[src/design/b64d_pkg.sv]
// Shared types and constants of the base64 stream decoder.
// No dependencies.
package b64d_pkg;

   localparam logic [1:0] STATUS_OK     = 2'd0;
   localparam logic [1:0] STATUS_SYMBOL = 2'd1;
   localparam logic [1:0] STATUS_LENGTH = 2'd2;

   localparam int QUEUE_DEPTH = 4;
   localparam int QUEUE_PTR_W = $clog2(QUEUE_DEPTH);
   localparam int QUEUE_CNT_W = $clog2(QUEUE_DEPTH + 1);

   // one decoded group: up to three bytes, data[0] goes out first
   typedef struct packed {
      logic [2:0][7:0] data;
      logic [1:0]      count;   // 1..3 beats
      logic            last;
      logic [1:0]      status;
   } entry_type;

endpackage

[src/design/b64d_front.sv]
// Front end: accepts characters, classifies them and tracks group state.
// Depends on b64d_pkg; pushes finished groups into b64d_queue.
module b64d_front import b64d_pkg::*; (
   input  logic       clock,
   input  logic       reset,
   input  logic       alphabet_select,
   input  logic       req_valid,
   output logic       req_ready,
   input  logic [7:0] req_symbol,
   input  logic       req_final_symbol,
   input  logic       queue_ready,
   output logic       push,
   output entry_type  push_entry
);

   typedef struct packed {
      logic       valid;
      logic       pad;
      logic [5:0] value;
   } sextet_type;

   localparam logic [7:0] PAD_CHAR = 8'h3D;

   function automatic sextet_type classify(input logic [7:0] c, input logic url);
      sextet_type s;
      logic [7:0] d;
      s = '{valid: 1'b1, pad: 1'b0, value: 6'd0};
      d = 8'd0;
      if (c >= 8'h41 && c <= 8'h5A) begin
         d = c - 8'h41;
      end else if (c >= 8'h61 && c <= 8'h7A) begin
         d = c - 8'h61 + 8'd26;
      end else if (c >= 8'h30 && c <= 8'h39) begin
         d = c - 8'h30 + 8'd52;
      end else if (c == PAD_CHAR) begin
         s.pad = 1'b1;
      end else if (!url && c == 8'h2B) begin
         d = 8'd62;
      end else if (!url && c == 8'h2F) begin
         d = 8'd63;
      end else if (url && c == 8'h2D) begin
         d = 8'd62;
      end else if (url && c == 8'h5F) begin
         d = 8'd63;
      end else begin
         s.valid = 1'b0;
      end
      s.value = d[5:0];
      return s;
   endfunction

   logic [1:0]  group_position_ff, group_position_in;
   logic [17:0] held_sextets_ff, held_sextets_in;
   logic [1:0]  pad_count_ff, pad_count_in;
   logic [1:0]  error_code_ff, error_code_in;

   sextet_type  cls;
   logic [17:0] held_eff;
   logic [7:0]  b0, b1, b2;
   logic [2:0][7:0] bytes;
   logic [1:0]  n_bytes;
   logic [1:0]  status;
   logic        push_req;
   logic        accept;

   assign req_ready = queue_ready;
   assign accept    = req_valid & req_ready;
   assign push      = accept & push_req;

   always_comb begin
      cls      = classify(req_symbol, alphabet_select);
      held_eff = (group_position_ff == 2'd0) ? 18'd0 : held_sextets_ff;
      b0 = {held_eff[17:12], held_eff[11:10]};
      b1 = {held_eff[9:6], held_eff[5:2]};
      b2 = {held_eff[1:0], cls.value};

      error_code_in   = error_code_ff;
      held_sextets_in = held_sextets_ff;
      pad_count_in    = pad_count_ff;
      bytes           = '0;
      n_bytes         = 2'd0;

      if (error_code_ff == STATUS_OK) begin
         held_sextets_in = held_eff;
         if (!cls.valid) begin
            error_code_in = STATUS_SYMBOL;
         end else if (cls.pad) begin
            if (group_position_ff < 2'd2 ||
                (group_position_ff == 2'd2 && pad_count_ff != 2'd0)) begin
               error_code_in = STATUS_SYMBOL;
            end else if (group_position_ff == 2'd2) begin
               pad_count_in = 2'd1;
            end else begin
               bytes[0] = b0;
               if (pad_count_ff == 2'd0) begin
                  bytes[1]     = b1;
                  n_bytes      = 2'd2;
                  pad_count_in = 2'd1;
               end else begin
                  n_bytes      = 2'd1;
                  pad_count_in = 2'd2;
               end
            end
         end else if (pad_count_ff != 2'd0) begin
            error_code_in = STATUS_SYMBOL;
         end else begin
            case (group_position_ff)
               2'd0: held_sextets_in[17:12] = cls.value;
               2'd1: held_sextets_in[11:6]  = cls.value;
               2'd2: held_sextets_in[5:0]   = cls.value;
               default: begin
                  bytes   = {b2, b1, b0};
                  n_bytes = 2'd3;
               end
            endcase
         end
      end

      group_position_in = group_position_ff + 2'd1;

      status     = (group_position_in != 2'd0) ? STATUS_LENGTH : error_code_in;
      push_entry = '{data: bytes, count: n_bytes, last: 1'b0, status: STATUS_OK};
      push_req   = (n_bytes != 2'd0);

      if (req_final_symbol) begin
         push_req = 1'b1;
         if (status != STATUS_OK) begin
            push_entry = '{data: '0, count: 2'd1, last: 1'b1, status: status};
         end else begin
            push_entry.last = 1'b1;
         end
         group_position_in = 2'd0;
         held_sextets_in   = 18'd0;
         pad_count_in      = 2'd0;
         error_code_in     = STATUS_OK;
      end
   end

   always_ff @(posedge clock) begin
      if (reset) begin
         group_position_ff <= 2'd0;
         held_sextets_ff   <= 18'd0;
         pad_count_ff      <= 2'd0;
         error_code_ff     <= STATUS_OK;
      end else if (accept) begin
         group_position_ff <= group_position_in;
         held_sextets_ff   <= held_sextets_in;
         pad_count_ff      <= pad_count_in;
         error_code_ff     <= error_code_in;
      end
   end

endmodule

[src/design/b64d_queue.sv]
// Short group queue between front end and byte serializer.
// Depends on b64d_pkg.
module b64d_queue import b64d_pkg::*; (
   input  logic      clock,
   input  logic      reset,
   input  logic      push,
   input  entry_type push_entry,
   output logic      queue_ready,
   input  logic      pop,
   output logic      pop_valid,
   output entry_type pop_entry
);

   entry_type                mem_ff [QUEUE_DEPTH];
   logic [QUEUE_PTR_W-1:0]   wr_ptr_ff, wr_ptr_in;
   logic [QUEUE_PTR_W-1:0]   rd_ptr_ff, rd_ptr_in;
   logic [QUEUE_CNT_W-1:0]   count_ff, count_in;
   logic                     do_pop;

   assign queue_ready = (count_ff != QUEUE_CNT_W'(QUEUE_DEPTH));
   assign pop_valid   = (count_ff != '0);
   assign pop_entry   = mem_ff[rd_ptr_ff];
   assign do_pop      = pop & pop_valid;

   always_comb begin
      wr_ptr_in = wr_ptr_ff;
      rd_ptr_in = rd_ptr_ff;
      count_in  = count_ff;
      if (push) begin
         wr_ptr_in = (wr_ptr_ff == QUEUE_PTR_W'(QUEUE_DEPTH - 1)) ? '0 : wr_ptr_ff + 1'b1;
      end
      if (do_pop) begin
         rd_ptr_in = (rd_ptr_ff == QUEUE_PTR_W'(QUEUE_DEPTH - 1)) ? '0 : rd_ptr_ff + 1'b1;
      end
      case ({push, do_pop})
         2'b10:   count_in = count_ff + 1'b1;
         2'b01:   count_in = count_ff - 1'b1;
         default: count_in = count_ff;
      endcase
   end

   always_ff @(posedge clock) begin
      if (reset) begin
         wr_ptr_ff <= '0;
         rd_ptr_ff <= '0;
         count_ff  <= '0;
      end else begin
         wr_ptr_ff <= wr_ptr_in;
         rd_ptr_ff <= rd_ptr_in;
         count_ff  <= count_in;
      end
   end

   always_ff @(posedge clock) begin
      if (push) begin
         mem_ff[wr_ptr_ff] <= push_entry;
      end
   end

endmodule

[src/design/b64d_back.sv]
// Back end: takes one group from the queue and sends its bytes one beat each.
// Depends on b64d_pkg.
module b64d_back import b64d_pkg::*; (
   input  logic       clock,
   input  logic       reset,
   input  logic       pop_valid,
   input  entry_type  pop_entry,
   output logic       pop,
   output logic       rsp_valid,
   input  logic       rsp_ready,
   output logic [7:0] rsp_data_byte,
   output logic       rsp_last_result,
   output logic [1:0] rsp_status
);

   entry_type  cur_ff, cur_in;
   logic [1:0] idx_ff, idx_in;
   logic       valid_ff, valid_in;
   logic       at_end;
   logic       beat_done;

   assign at_end          = (idx_ff == cur_ff.count - 2'd1);
   assign beat_done       = valid_ff & rsp_ready;
   assign pop             = pop_valid & (!valid_ff | (beat_done & at_end));

   assign rsp_valid       = valid_ff;
   assign rsp_data_byte   = cur_ff.data[idx_ff];
   assign rsp_last_result = cur_ff.last & at_end;
   assign rsp_status      = cur_ff.status;

   always_comb begin
      cur_in   = cur_ff;
      idx_in   = idx_ff;
      valid_in = valid_ff;
      if (pop) begin
         cur_in   = pop_entry;
         idx_in   = 2'd0;
         valid_in = 1'b1;
      end else if (beat_done) begin
         if (at_end) begin
            valid_in = 1'b0;
         end else begin
            idx_in = idx_ff + 2'd1;
         end
      end
   end

   always_ff @(posedge clock) begin
      if (reset) begin
         valid_ff <= 1'b0;
         idx_ff   <= 2'd0;
      end else begin
         valid_ff <= valid_in;
         idx_ff   <= idx_in;
      end
   end

   always_ff @(posedge clock) begin
      cur_ff <= cur_in;
   end

endmodule

[src/design/base64_stream_decoder.sv]
// Base64 stream decoder: one character beat in per cycle while the queue has room,
// up to 3 byte beats out. A group goes through the queue, then the output register.
// Throughput: 1 character per cycle, 1 result beat per cycle (3 bytes per 4 chars)
// while rsp_ready is high; the serializer port sets the rate; queue is 4 groups.
// Reset is synchronous, active high: clears group state, queue and output stage,
// and sets the alphabet back to standard.
module base64_stream_decoder import b64d_pkg::*; (
   input  logic       clock,
   input  logic       reset,
   // configuration
   input  logic       csr_write_enable,
   input  logic       csr_write_data,
   // character beats
   input  logic       req_valid,
   output logic       req_ready,
   input  logic [7:0] req_symbol,
   input  logic       req_final_symbol,
   // byte beats
   output logic       rsp_valid,
   input  logic       rsp_ready,
   output logic [7:0] rsp_data_byte,
   output logic       rsp_last_result,
   output logic [1:0] rsp_status
);

   // alphabet register: 0 standard (+ /), 1 URL-safe (- _)
   logic alphabet_select_ff, alphabet_select_in;

   // front -> queue
   logic      push;
   entry_type push_entry;
   logic      queue_ready;

   // queue -> back
   logic      pop;
   logic      pop_valid;
   entry_type pop_entry;

   assign alphabet_select_in = csr_write_enable ? csr_write_data : alphabet_select_ff;

   always_ff @(posedge clock) begin
      if (reset) begin
         alphabet_select_ff <= 1'b0;
      end else begin
         alphabet_select_ff <= alphabet_select_in;
      end
   end

   // Front end classifies every character in its accept cycle and pushes a
   // group record whenever bytes come out or the text ends. Characters that
   // emit nothing (first three of a group, anything after an error) only
   // update state. Ready depends on queue space alone.
   b64d_front u_front (
      .clock            (clock),
      .reset            (reset),
      .alphabet_select  (alphabet_select_ff),
      .req_valid        (req_valid),
      .req_ready        (req_ready),
      .req_symbol       (req_symbol),
      .req_final_symbol (req_final_symbol),
      .queue_ready      (queue_ready),
      .push             (push),
      .push_entry       (push_entry)
   );

   // Decouples front from back so a stalled result side does not stop
   // character intake until the queue fills.
   b64d_queue u_queue (
      .clock       (clock),
      .reset       (reset),
      .push        (push),
      .push_entry  (push_entry),
      .queue_ready (queue_ready),
      .pop         (pop),
      .pop_valid   (pop_valid),
      .pop_entry   (pop_entry)
   );

   // Back end holds one group in its output register and walks its bytes;
   // the next group loads on the same edge the last byte is taken.
   b64d_back u_back (
      .clock           (clock),
      .reset           (reset),
      .pop_valid       (pop_valid),
      .pop_entry       (pop_entry),
      .pop             (pop),
      .rsp_valid       (rsp_valid),
      .rsp_ready       (rsp_ready),
      .rsp_data_byte   (rsp_data_byte),
      .rsp_last_result (rsp_last_result),
      .rsp_status      (rsp_status)
   );

endmodule

[config.mk]
export PLATFORM = sky130hd
export DESIGN_NAME = base64_stream_decoder
export DESIGN_NICKNAME = d
export VERILOG_FILES = /design/src/design/b64d_pkg.sv /design/src/design/b64d_front.sv /design/src/design/b64d_queue.sv /design/src/design/b64d_back.sv /design/src/design/base64_stream_decoder.sv
export SDC_FILE = /design/constraint.sdc
export NUM_CORES = 1
export LEC_CHECK = 0
export ABC_AREA = 1
export ABC_CLOCK_PERIOD_IN_PS = 5290
export BUFFER_PORTS_ARGS = -buffer_cell sky130_fd_sc_hd__buf_2
export CAP_MARGIN = 10
export CORE_ASPECT_RATIO = 0.5
export CORE_MARGIN = 3
export CORE_UTILIZATION = 40
export CTS_CLUSTER_DIAMETER = 80
export DETAILED_ROUTE_END_ITERATION = 6
export PLACE_DENSITY_LB_ADDON = 0.25
export SLEW_MARGIN = 20
export SYNTH_ARGS = -nofsm -noshare
export SYNTH_HDL_FRONTEND = slang
export SYNTH_SLANG_ARGS = --single-unit
[constraint.sdc]
create_clock -name clock -period 5.29 [get_ports clock]
set_clock_uncertainty 0.1 [all_clocks]
set_input_delay 1.058 -clock clock [delete_from_list [all_inputs] [get_ports clock]]
set_output_delay 1.058 -clock clock [all_outputs]
set_load 0.005 [all_outputs]
**Yosys cells after proc, flatten, opt, wreduce, memory -nomap -nowiden**

Memories as Yosys holds them, arrays and structs flattened. A register that Yosys moved wholly into a read port is not among the register bits.
Index checks and enable logic that the tools add are counted.

- Flip-flop bits (word level): 35
- RAM bits: 116
- Input port bits: 15
- Memories kept: 1

- Add/sub/neg operators: 12
- Magnitude comparators: 8
- Equality and inequality tests: 14
- Multiplexer cells: 72
- Bitwise logic cells: 9
- Reductions and logical operators: 31

Memories:

| memory | words | bits a word | rd ports | clocked after Yosys merged registers in | write ports | RTL line | text |
|---|---|---|---|---|---|---|---|
| u_queue.mem_ff | 4 | 29 | 1 | 1 | 1 | b64d_queue.sv:14 | `entry_type mem_ff [QUEUE_DEPTH];` |

Operator list:

| operator | number |
|---|---|
| $mux W18 | 6 |
| $mux W24 | 4 |
| $mux W6 | 11 |
| $mux W2 | 29 |
| $mux W16 | 3 |
| $eq A8 B6 Y1 const B | 4 |
| $mux W29 | 1 |
| $mux W26 | 1 |
| $mux W8 | 3 |
| $reduce_bool A2 Y1 | 10 |
| $bmux W8 S2 | 1 |
| $ge A8 B7 Y1 const B | 2 |
| $le A8 B7 Y1 const B | 2 |
| $mux W1 | 12 |
| $sub A6 B6 Y6 const B | 2 |
| $add A2 B1 Y2 const B | 4 |
| $eq A2 B2 Y1 const B | 4 |
| $eq A8 B7 Y1 const B | 1 |
| $ge A8 B6 Y1 const B | 1 |
| $le A8 B6 Y1 const B | 1 |
| $logic_and A1 B1 Y1 | 8 |
| $and A1 B1 Y1 | 7 |
| $add A6 B5 Y6 const B | 1 |
| $add A6 B6 Y6 const B | 1 |
| other kinds (21) | 27 |

**Longest topological paths before layout**

Gate-level depths: netlist (run 1).

- Word-level depth: 18
- Gate-level depth with buffers: 20
- Mapped depth without buffers: 20

**Modules after synthesis**

A second synthesis (run 1) with hierarchy kept.

- Cell total of the unflattened synthesis: 862
- Area total of the unflattened synthesis: 8805.9 um^2

By module, submodules not included:

| module | times used | cells an instance | area each (um^2) |
|---|---|---|---|
| b64d_queue | 1 | 345 | 5092.4 |
| b64d_front | 1 | 406 | 2378.5 |
| b64d_back | 1 | 104 | 1290.0 |
| base64_stream_decoder | 1 | 7 | 45.0 |

**Worst setup path after synthesis (run 1)**

No wires, ideal clock.

- Path type: input port to flip-flop
- Start point: input req_symbol[2]
- End point: memory u_queue.mem_ff[3][0] (netlist name), enable pin
- Library setup time: 415 ps
- Arrival time: 3585 ps
- Required time: 4775 ps
- Setup slack: 1191 ps
- Cell stages on the path: 14
- Buffers on the path: 1
- Cells stage by stage: buf_2 inv_1 ha_1 nand2_1 nand2_1 nand2_1 nand2_2 nand3_2 nand3_1 nand2_1 nand3_1 nand2_1 nand2_2 nor2_1

- Cells in the longest elaborated chain, start to end: 17
- Elaborated cells on any way between the ends: 35

RTL lines:

| item | RTL line | text |
|---|---|---|
| start, declared | base64_stream_decoder.sv:16 | `input logic [7:0] req_symbol,` |
| $eq A8 B7 Y1 | b64d_front.sv:43 | `end else if (url && c == 8'h5F) begin` |
| $logic_and A1 B1 Y1 | b64d_front.sv:43 |  |
| $mux W1 | b64d_front.sv:43 |  |
| $mux W1 | b64d_front.sv:41 | `end else if (url && c == 8'h2D) begin` |
| $mux W1 | b64d_front.sv:39 | `end else if (!url && c == 8'h2F) begin` |
| $mux W1 | b64d_front.sv:37 | `end else if (!url && c == 8'h2B) begin` |
| $mux W1 | b64d_front.sv:35 | `end else if (c == PAD_CHAR) begin` |
| $mux W2 | b64d_front.sv:33 | `end else if (c >= 8'h30 && c <= 8'h39) begin` |
| $mux W2 | b64d_front.sv:31 | `end else if (c >= 8'h61 && c <= 8'h7A) begin` |
| $mux W2 (*) | b64d_front.sv:29 | `if (c >= 8'h41 && c <= 8'h5A) begin` |
| $mux W2 (*) | b64d_front.sv:85 | `if (!cls.valid) begin` |
| $mux W2 (*) | b64d_front.sv:83 | `if (error_code_ff == STATUS_OK) begin` |
| $reduce_bool A2 Y1 (*) | b64d_front.sv:123 | `push_req = (n_bytes != 2'd0);` |
| $mux W1 (*) | b64d_front.sv:125 | `if (req_final_symbol) begin` |
| $and A1 B1 Y1 (*) | b64d_front.sv:68 | `assign push = accept & push_req;` |
| $mux W1 (*) | b64d_queue.sv:55 | `if (push) begin` |
| $mux W1 (implied by the code) (*) | b64d_queue.sv:56 | `mem_ff[wr_ptr_ff] <= push_entry;` |
| end, declared | b64d_queue.sv:14 |  |

Every way passes the cells marked *; elsewhere a longest branch is shown, timed or not.

**Worst setup path in the final report (run 1)**

- Start point: input req_symbol[0]
- End point: register u_queue.count_ff[2]

- Cells in the longest elaborated chain, start to end: 17
- Elaborated cells on any way between the ends: 37

RTL lines:

| item | RTL line | text |
|---|---|---|
| $eq A8 B7 Y1 | b64d_front.sv:43 |  |
| $logic_and A1 B1 Y1 | b64d_front.sv:43 |  |
| $mux W1 | b64d_front.sv:43 |  |
| $mux W1 | b64d_front.sv:41 |  |
| $mux W1 | b64d_front.sv:39 |  |
| $mux W1 | b64d_front.sv:37 |  |
| $mux W1 | b64d_front.sv:35 |  |
| $mux W2 | b64d_front.sv:33 |  |
| $mux W2 | b64d_front.sv:31 |  |
| $mux W2 (*) | b64d_front.sv:29 |  |
| $mux W2 (*) | b64d_front.sv:85 |  |
| $mux W2 (*) | b64d_front.sv:83 |  |
| $reduce_bool A2 Y1 (*) | b64d_front.sv:123 |  |
| $mux W1 (*) | b64d_front.sv:125 |  |
| $and A1 B1 Y1 (*) | b64d_front.sv:68 |  |
| $eq A2 B1 Y1 or $eq A2 B2 Y1 (tied branches) | b64d_queue.sv:35 | `case ({push, do_pop})` |
| $pmux W3 S2 or $reduce_bool A2 Y1 (tied branches) | -- |  |
| end signal, assigned | b64d_queue.sv:50 | `count_ff <= count_in;` |
| end, declared | b64d_queue.sv:17 | `logic [QUEUE_CNT_W-1:0] count_ff, count_in;` |

Marks and branches as above.
A chain may end at the register's enable or synchronous reset.

==> flow_summary.yaml, run 1 <==
power_and_ir_drop:
  leakagePower_nw: 3.21
  power.density_mw_per_mm2: 419
  peakVddDrop_mv: 0.188
clocking:
  clk_latency_ns: 0.42
  cts_setup_buffers: 0
  ctsRootBufferMaster: "clkbuf_16"
  clock_path_buffers: 2
  h-tree-depth: 4
  cts_repair_resize_count: 0
  cts-buffers-inserted: 17
  cts_sinks: 180
  clk_pin_slew_worst_paths_ns: 0.06
  cts_tree: "yes"
  hold_buffers: 0
placed_design:
  port_buffers: 27
  place_ws_ns: 1.39
  dpl.hpwl_mm: 11.7
  dp_cells: 1065
  gp_congestion: 0.825
synthesis:
  synth_area_mm2: 0.00818
  yosysMostFrequentCell: "edfxtp_1"
  synthTopCellsByArea: "edfxtp_1 53%, dfxtp_1 8.6%, nand2_1 5.7%"
  synthFlopType: "edfxtp_1"
  synth_cell_types: 45
  synth_top_area_cell: "edfxtp_1"
  syn_inst: 800
  synth-seq-cells: 180
  yosys_warnings: 0
  syn-num-nets: 834
  syn_area_per_cell_um2: 10.2
  synth.yosys.seq_area_share: 0.618
  synth_commonest_cells: "145 x edfxtp_1, 124 x nand2_1, 117 x nor2_1"
  async_flop_share: 0
  synth-edff-count: 145
  synth_top_area_frac: 0.533
worst_setup_path:
  crit_start: "req_symbol[0]"
  cp.required_ns: 5.50
  crit-reg2reg-launch: "u_back.idx_ff[0]$_SDFFE_PP0P_"
  endpoint_kind: "flip-flop"
  cp.arrival_ns: 3.69
  crit_fanout: 9
  critPathKind: "input port to flip-flop"
  start_kind: "input port"
drt:
  firstDrtPassIters: 5
  post_drt_wl_per_cell_um: 16.9
  drt-initial-drc-count: 594
  vias_per_cell: 5.24
  drcViolationCount: 0
  ant_nets: 0
  via_count: 5752
  wl_mm: 18.6
layout:
  n_fill_cell: 1838
  nets: 852
  diodes: 0
  area_growth_pct: 10.9
  instances_no_fill: 1097
  drive_gt1_frac: 0.137
die:
  rows: 36
  num_io_pins: 28
  initial_core_util: 0.413
  core-area_mm2: 0.0198
  fp.dieW_um: 208
  die_y_um: 107
  die_area_mm2: 0.0223
status:
  status: "finished clean"
sta:
  fin_setup_tns_ns: 0
  tightest_slew_ns: 0.996
  setup_viol: 0
  rsz0062_at_grt: "false"
  max_slew_margin: 0.335
  fin_ws_ns: 1.81
  fin_crit_ns: 3.48
  finalHoldViolCount: 0
  final-max-slew-violation-count: 0
  min_period_over_period: 0.658
  fmax_mhz: 287
min_path:
  hold_class: "flip-flop to flip-flop"
  worstHoldStart: "u_front.held_sextets_ff[17]$_SDFFE_PP0P_"
global_routing:
  antenna_found_initial: 0
  grt_max_degree: 62
  grt_pass1_wl_mm: 29.7
  grt_pass1_vias: 5350
  grt_overflow: 0
  grt_util_all_layers: 0.171
flow_run:
  maxCapViolations: 0
report_power, final:
group	leakage (nW)	switching, W	internal (W)
Clock	0.261	0.000527	0.000597
Sequential	1.59	0.0000767	0.00176
Combinational	1.36	0.000578	0.000252
final timing paths:
check | endpoint | slack, ns | cells after the start
min reg2reg | u_front.held_sextets_ff[17]$_SDFFE_PP0P_ | 0.36 | 2
max reg2reg | u_queue.count_ff[2]$_SDFFE_PP0P_ | 2.08 | 13
max | u_queue.count_ff[2]$_SDFFE_PP0P_ | 1.81 | 21
min | u_front.held_sextets_ff[17]$_SDFFE_PP0P_ | 0.36 | 2
sequential cells by signal, indices dropped and copies added (netlist names), 2 cells and up:
signal / count
u_front.error_code_ff: 2
u_queue.mem_ff: 116
u_back.cur_ff: 27
u_queue.count_ff: 3
u_front.pad_count_ff: 2
u_back.rsp_status: 2
u_front.held_sextets_ff: 18
u_back.idx_ff: 2
u_queue.wr_ptr_ff: 2
u_front.group_position_ff: 2
u_queue.rd_ptr_ff: 2
metal layers:
metal / global-route usage / vias up / routed length, um
li1: - / 2807 / -
met1: 0.258 / 2776 / 9410
met2: 0.252 / 161 / 8040
met3: 0.0377 / 8 / 1040
met4: 0.0394 / 0 / 80
met5: 0 / - / 0
metrics by stage:
| step | cell area, um2 | total power (W) | hold WS (ns) | utilization |
|---|---|---|---|---|
| final | 9060 | 0.00379 | 0.364 | 0.458 |
| after global routing | 9060 | 0.00401 | 0.381 | 0.458 |
| after CTS | 9060 | 0.00382 | 0.365 | 0.458 |
| after detailed placement | 8550 | 0.00271 | 0.355 | 0.432 |
| after global placement | 8550 | 0.00269 | 0.351 | 0.432 |
| after floorplan | 8180 | 0.00241 | 0.345 | - |
area by class of cell:
cell class / instances / area [um2] / area share
Sequential cell: 180 / 5060 / 0.558
Clock inverter: 14 / 86.3 / 0.00953
Timing Repair Buffer: 36 / 203 / 0.0224
Multi-Input combinational cell: 530 / 2760 / 0.304
Clock buffer: 18 / 429 / 0.0473
Tap cell: 266 / 333 / 0.0367
Inverter: 53 / 199 / 0.0219
logic make-up after synthesis:
| group | after synthesis | synth area share |
|---|---|---|
| compound gates | 165 | 0.113 |
| xor+xnor | 7 | 0.00750 |
| fa+ha+maj | 19 | 0.0300 |
| buf+inv | 90 | 0.0456 |
| flops | 180 | 0.618 |
| simple gates | 339 | 0.185 |
layout by cell type, fill, tap and decap left out, types with 2 or more instances in the layout:
cell type,instances
a21oi_1,38
buf_2,27
buf_4,9
clkbuf_16,17
clkinv_1,4
clkinv_2,8
dfxtp_1,34
edfxtp_1,145
ha_1,18
inv_1,45
inv_2,5
inv_6,3
nand2_1,124
nand2_2,9
nand3_1,49
nand3_2,2
nand4_1,5
nor2_1,113
nor2_2,17
nor2_4,4
nor3_1,6
o21ai_0,74
o21ai_1,4
o21bai_1,5
o22ai_1,29
o31ai_1,8
or2_2,2
xor2_1,6
worst max-delay path, cell delays in order:
cell and delay, ns:
buf_2 0.16, inv_1 0.08, ha_1 0.22, inv_1 0.09, nand2_1 0.05, nand2_1 0.05
nand2_1 0.09, nand2_2 0.11, nand3_2 0.16, nand3_1 0.13, nand2_1 0.05, nand3_1 0.08
nand2_1 0.10, nand2_2 0.17, ha_1 0.17, inv_1 0.06, fa_1 0.38, a21oi_1 0.14
o21ai_0 0.11, o21ai_0 0.15, a21oi_1 0.05
Power figures use the tool's default switching activity.
==> run 2, diff against run 1 <==
--- a/config.mk
+++ b/config.mk
@@ -5,8 +5,8 @@
 export SDC_FILE = /design/constraint.sdc
 export NUM_CORES = 1
 export LEC_CHECK = 0
-export ABC_AREA = 1
-export ABC_CLOCK_PERIOD_IN_PS = 5290
+export ABC_AREA = 0
+export ABC_CLOCK_PERIOD_IN_PS = 2970
 export BUFFER_PORTS_ARGS = -buffer_cell sky130_fd_sc_hd__buf_2
 export CAP_MARGIN = 10
 export CORE_ASPECT_RATIO = 0.5
==> constraint.sdc (replaced) <==
create_clock -name clock -period 2.97 [get_ports clock]
set_clock_uncertainty 0.1 [all_clocks]
set_input_delay 0.594 -clock clock [delete_from_list [all_inputs] [get_ports clock]]
set_output_delay 0.594 -clock clock [all_outputs]
set_load 0.005 [all_outputs]
==> run 2 against run 1 <==
Combinational power is 78% higher. Final cell count is 18% lower. Clock-buffer cell count is 1 lower. Non-clock buffer count is 61 higher. First-iteration DRC count is 34% lower. Worst hold slack worse by 0.059 ns.
==> flow_summary.yaml, run 2 <==
placed_design:
  port_buffers: 27
  post_dp_cell_area_mm2: 0.00880
  dpl.hpwl_mm: 11.1
  gp_congestion: 0.844
  place_ws_ns: -0.406
  dp_cells: 873
sta:
  setup_viol: 0
  fin_ws_ns: 0.143
  fin_setup_tns_ns: 0
  fmax_mhz: 354
  tightest_slew_ns: 0.594
  final-max-slew-violation-count: 0
  fin_crit_ns: 2.83
  max_slew_margin: 0.604
  finalHoldViolCount: 0
  rsz0062_at_grt: "false"
  min_period_over_period: 0.952
worst_setup_path:
  cp.arrival_ns: 3.08
  crit_fanout: 4
  worst_path_max_delay_cell: "fa_2"
  start_kind: "input port"
  endpoint_kind: "flip-flop"
  critical-path-max-stage-delay_ns: 0.33
  critPathBufInv: 3
  crit_family: "compound AO/OA/AOI/OAI gates"
  crit_chain: "clkbuf_4, ha_2, and3b_1, a21boi_2, a211o_1, o211ai_1, nand2_1, inv_1, ha_2, inv_2, fa_2, xor2_1, or3_1, a21oi_1"
  crit_top_cell: "ha_2"
  cp.required_ns: 3.22
  critPathKind: "input port to flip-flop"
layout:
  seqCellArea_mm2: 0.00506
  instances_no_fill: 905
  stdcell_area_mm2: 0.00946
  top_regs: "u_queue.mem_ff (116), u_back.cur_ff (27), u_front.held_sextets_ff (18)"
  area_growth_pct: 21.2
  multiInputGateArea_mm2: 0.00265
  nets: 667
  final_common_cell: "edfxtp_1"
  mostFrequentLayoutCells: "145 x edfxtp_1, 66 x buf_4, 39 x nand2_1"
  regMostFlops: "u_queue.mem_ff"
  n_fill_cell: 1616
  diodes: 0
  drive_gt1_frac: 0.300
  largest_register_ffs: 116
clocking:
  ctsRootBufferMaster: "clkbuf_16"
  cts-buffers-inserted: 17
  hold_buffers: 0
  cts_sinks: 180
  cts_repair_resize_count: 0
  clk_latency_ns: 0.42
  clk_pin_slew_worst_paths_ns: 0.08
  h-tree-depth: 4
  cts_tree: "yes"
  cts_setup_buffers: 0
  clock_path_buffers: 2
power_and_ir_drop:
  peakVddDrop_mv: 0.400
  netSwitchingFraction: 0.286
  intPower_w: 0.00508
  p_clk_frac: 0.327
  power_w: 0.00711
  leakagePower_nw: 3.25
  power.switching_w: 0.00204
  seq_power_share: 0.465
  power.density_mw_per_mm2: 752
  p_comb_frac: 0.208
global_routing:
  grt_util_all_layers: 0.167
  grt_pass1_wl_mm: 27.1
  grt_max_degree: 34
  antenna_found_initial: 0
  grt_overflow: 0
  grt_pass1_vias: 4801
synthesis:
  synth-edff-count: 145
  synth_top_area_cell: "edfxtp_1"
  yosysMostFrequentCell: "edfxtp_1"
  syn_inst: 538
  syn-num-nets: 572
  synth.yosys.seq_area_share: 0.648
  synth_top_area_frac: 0.558
  synth_commonest_cells: "145 x edfxtp_1, 40 x nand2_1, 35 x dfxtp_1"
  synth_cell_types: 64
  async_flop_share: 0
  yosys_warnings: 0
  synthFlopType: "edfxtp_1"
  synthTopCellsByArea: "edfxtp_1 56%, dfxtp_1 9.0%, mux4_2 8.4%"
  syn_area_per_cell_um2: 14.5
  synth_area_mm2: 0.00780
  synth-seq-cells: 180
die:
  initial_core_util: 0.416
  die_area_mm2: 0.0213
  die_y_um: 105
  num_io_pins: 28
  fp.dieW_um: 204
  core-area_mm2: 0.0187
  rows: 35
drt:
  drcViolationCount: 0
  via_count: 4661
  firstDrtPassIters: 4
  drt-initial-drc-count: 393
  ant_nets: 0
  vias_per_cell: 5.15
  post_drt_wl_per_cell_um: 18.5
  wl_mm: 16.7
flow_run:
  maxCapViolations: 0
min_path:
  hold_class: "input port to flip-flop"
status:
  status: "finished clean"
## run 2: changes by cell type after synthesis, moves of 9 or more
cell	previous run	this run
a21oi_1	38	18
inv_1	45	23
clkbuf_1	26	11
nand2_1	124	40
nor2_1	117	30
o2bb2ai_1	0	12
and2_1	0	14
o22ai_1	29	0
mux2i_1	0	13
nand2_2	9	0
mux4_2	0	29
o21ai_0	74	20
nand3_1	49	8
## run 2: power groups by stage
stage	sequential [W]	combinational, W	clock, W
finish	0.00331	0.00148	0.00233
global route	0.00335	0.00165	0.00249
CTS	0.00332	0.00151	0.00237
detailed placement	0.00337	0.00151	0
global placement	0.00336	0.00148	0
floorplan	0.00328	0.00104	0
## run 2: logic make-up after synthesis
group           synth area share
flops                      0.648
simple gates               0.105
compound gates            0.0826
buf+inv                   0.0231
mux                        0.100
fa+ha+maj                 0.0314
xor+xnor                  0.0101
## run 2: metrics by stage
step	utilization	hold WS, ns
global placement	0.469	0.336
CTS	0.503	0.289
global route	0.505	0.300
finish	0.505	0.305
detailed placement	0.469	0.340
floorplan	-	0.324
## run 2: final timing paths
kind                                                 start                                        to  depth (start not counted)  slack, ns
hold reg to reg   u_front.held_sextets_ff[13]$_SDFFE_PP0P_  u_front.held_sextets_ff[13]$_SDFFE_PP0P_                          2       0.35
setup reg to reg          u_queue.count_ff[2]$_SDFFE_PP0P_          u_queue.count_ff[2]$_SDFFE_PP0P_                         12       0.25
setup / recovery                             req_symbol[0]          u_queue.count_ff[2]$_SDFFE_PP0P_                         14       0.14
hold / removal                              csr_write_data           alphabet_select_ff$_SDFFE_PP0P_                          3       0.31
## run 2: area by class of cell
cell class / instances / share of cell area
Inverter: 23 / 0.00939
Multi-Input combinational cell: 314 / 0.280
Clock buffer: 17 / 0.0450
Tap cell: 259 / 0.0343
Sequential cell: 180 / 0.535
Clock inverter: 15 / 0.0217
Timing Repair Buffer: 97 / 0.0754
## run 2: layer usage
metal / track usage / routed length [um] / vias to the layer above / part of all wire
met4: 0.0334 / 76 / 0 / 0.0045
met2: 0.256 / 7540 / 85 / 0.45
met3: 0.0423 / 627 / 4 / 0.038
li1: - / - / 2263 / -
met1: 0.243 / 8460 / 2309 / 0.51
met5: 0 / 0 / - / 0
## run 2: worst min-delay path, delay by kind of cell
kind / cells / cell delay [ns]
and+or+nand+nor: 1 / 0.07
buffers and inverters: 1 / 0.08
muxes: 1 / 0.06
==> run 3, diff against run 2 <==
--- a/config.mk
+++ b/config.mk
@@ -14,7 +14,6 @@
 export CORE_UTILIZATION = 40
 export CTS_CLUSTER_DIAMETER = 80
 export DETAILED_ROUTE_END_ITERATION = 6
-export PLACE_DENSITY_LB_ADDON = 0.25
 export SLEW_MARGIN = 20
 export SYNTH_ARGS = -nofsm -noshare
 export SYNTH_HDL_FRONTEND = slang
==> run 3 against run 2 <==
Die area is the same. Cell area shrank 0.49%. Sequential power is essentially flat. Global-route usage shrank 0.66 points. Critical path depth grew 1. Total power shrank 2.2%. Largest power group unchanged. Final cell count grew 0.11%. Sequential share of layout area grew 0.26 points. Worst setup slack lost 0.030 ns. Worst hold slack lost 0.0041 ns. Via count grew 0.43%.
==> flow_summary.yaml, run 3 (synthesis results as in run 2) <==
status:
  status: "finished clean"
clocking:
  cts-buffers-inserted: 17
  clock_path_buffers: 2
  h-tree-depth: 4
  cts_sinks: 180
  cts_tree: "yes"
  clk_pin_slew_worst_paths_ns: 0.07
  ctsRootBufferMaster: "clkbuf_16"
  clk_latency_ns: 0.42
power_and_ir_drop:
  peakVddDrop_mv: 0.529
  leakagePower_nw: 3.23
  power.density_mw_per_mm2: 739
layout:
  drive_gt1_frac: 0.298
  largest_register_ffs: 116
  mostFrequentLayoutCells: "145 x edfxtp_1, 67 x buf_4, 40 x nand2_1"
  postLayoutCoreUtil: 0.502
  final_common_cell: "edfxtp_1"
  stdcell_area_mm2: 0.00941
  top_regs: "u_queue.mem_ff (116), u_back.cur_ff (27), u_front.held_sextets_ff (18)"
  nets: 669
  area_growth_pct: 20.6
  diodes: 0
  instances_no_fill: 906
  regMostFlops: "u_queue.mem_ff"
global_routing:
  grt_overflow: 0
  grt_max_degree: 34
  grt_pass1_vias: 4828
  antenna_found_initial: 0
  grt_util_all_layers: 0.160
  grt_pass1_wl_mm: 26.4
worst_setup_path:
  worst_path_max_delay_cell: "fa_2"
  endpoint_kind: "flip-flop"
  critPathBufInv: 4
  cp.required_ns: 3.22
  crit_fanout: 6
  r2r_slack_ns: 0.24
  reg2reg_depth: 12
  crit_family: "compound AO/OA/AOI/OAI gates"
  crit-reg2reg-launch: "u_queue.count_ff[2]$_SDFFE_PP0P_"
  cp.arrival_ns: 3.11
  timing.rr.end: "u_queue.count_ff[2]$_SDFFE_PP0P_"
  crit_chain: "buf_2, inv_1, ha_2, nor2b_4, o21ai_2, a211o_1, o211ai_1, nand2_1, inv_1, ha_2, inv_2, fa_2, xor2_1, or3_1, a21oi_1"
  start_kind: "input port"
  critical-path-max-stage-delay_ns: 0.32
  critPathKind: "input port to flip-flop"
drt:
  via_count: 4681
  drt-initial-drc-count: 427
  wl_met3_um: 793
  dr_wl_met2_mm: 7.12
  ant_nets: 0
  vias_per_cell: 5.17
  firstDrtPassIters: 5
  wl_mm: 16.2
  post_drt_wl_per_cell_um: 17.9
  met1_length_mm: 7.95
  top_layer_used: "met4"
  drcViolationCount: 0
placed_design:
  gp_congestion: 0.835
  post_dp_cell_area_mm2: 0.00881
  port_buffers: 27
  dp_cells: 873
  dpl.hpwl_mm: 10.7
min_path:
  hold_class: "input port to flip-flop"
  hold_end: "alphabet_select_ff$_SDFFE_PP0P_"
  worstHoldStart: "csr_write_data"
  min_path_cells: 3
die:
  die_y_um: 105
  fp.dieW_um: 204
  die_area_mm2: 0.0213
  num_io_pins: 28
  rows: 35
  initial_core_util: 0.416
  core-area_mm2: 0.0187
sta:
  finalHoldViolCount: 0
  final-max-slew-violation-count: 0
  fmax_mhz: 350
  tightest_slew_ns: 0.590
  setup_viol: 0
  min_period_over_period: 0.962
  max_slew_margin: 0.604
  fin_crit_ns: 2.86
flow_run:
  maxCapViolations: 0
==> run 3: timing repair <==
item | in CTS | in global routing
gates resized for setup | 1 | 3
setup endpoints to repair | 1 | 1
setup buffers | 0 | 2
pin swaps | 0 | 2
hold buffers | 0 | 0
==> run 3: metal layers <==
metal / up-vias / GRT usage
met5: - / 0
met4: 0 / 0.0550
met3: 20 / 0.0401
met2: 94 / 0.237
met1: 2314 / 0.232
li1: 2253 / -
==> run 3: final cells by class <==
| cell class | count | area [um2] |
|---|---|---|
| fillers | 1622 | 9330 |
| flip-flops and latches | 180 | 5060 |
| multi-input cells | 314 | 2630 |
| repair buffers | 99 | 738 |
| clock buffers | 17 | 425 |
| well taps | 259 | 324 |
| clock inverters | 14 | 151 |
| inverters | 23 | 88.8 |
==> run 3: how the worst max path moves through the flow <==
stage,from,endpoint,slack [ns],cells after the start
floorplan,req_symbol[2],u_queue.count_ff[2]$_SDFFE_PP0P_,-0.12,15
global route,req_symbol[0],u_queue.count_ff[2]$_SDFFE_PP0P_,-0.01,15
finish,req_symbol[0],u_queue.count_ff[2]$_SDFFE_PP0P_,0.11,15
global placement,req_symbol[0],u_queue.count_ff[2]$_SDFFE_PP0P_,-0.31,15
CTS,req_symbol[0],u_queue.count_ff[2]$_SDFFE_PP0P_,0.07,15
detailed placement,req_symbol[1],u_queue.count_ff[2]$_SDFFE_PP0P_,-0.50,15
==> run 3: metrics by stage <==
stage / setup TNS (ns) / setup slack [ns] / hold WS, ns / total power [W]
after global placement: -8.41 / -0.307 / 0.339 / 0.00485
after global routing: -0.0168 / -0.0107 / 0.309 / 0.00731
after detailed placement: -16.74 / -0.496 / 0.339 / 0.00488
after floorplan: -0.124 / -0.124 / 0.324 / 0.00432
after CTS: 0 / 0.0709 / 0.292 / 0.00704
final: 0 / 0.113 / 0.301 / 0.00696
==> run 3: where the power goes <==
part | internal [W] | total, W | switching, W
clock | 0.00112 | 0.00218 | 0.00105
sequential | 0.00314 | 0.00330 | 0.000159
combinational | 0.000713 | 0.00148 | 0.000770
==> run 3: worst register-to-register path: cells and delay by family, from the launching register on <==
family,cells,cell delay [ns]
buffers and inverters,2,0.11
AO/OA/AOI/OAI,3,0.34
flip-flops,1,0.37
adder cells (fa/ha/maj),2,0.50
XOR/XNOR,1,0.15
AND/OR/NAND/NOR,4,1.11
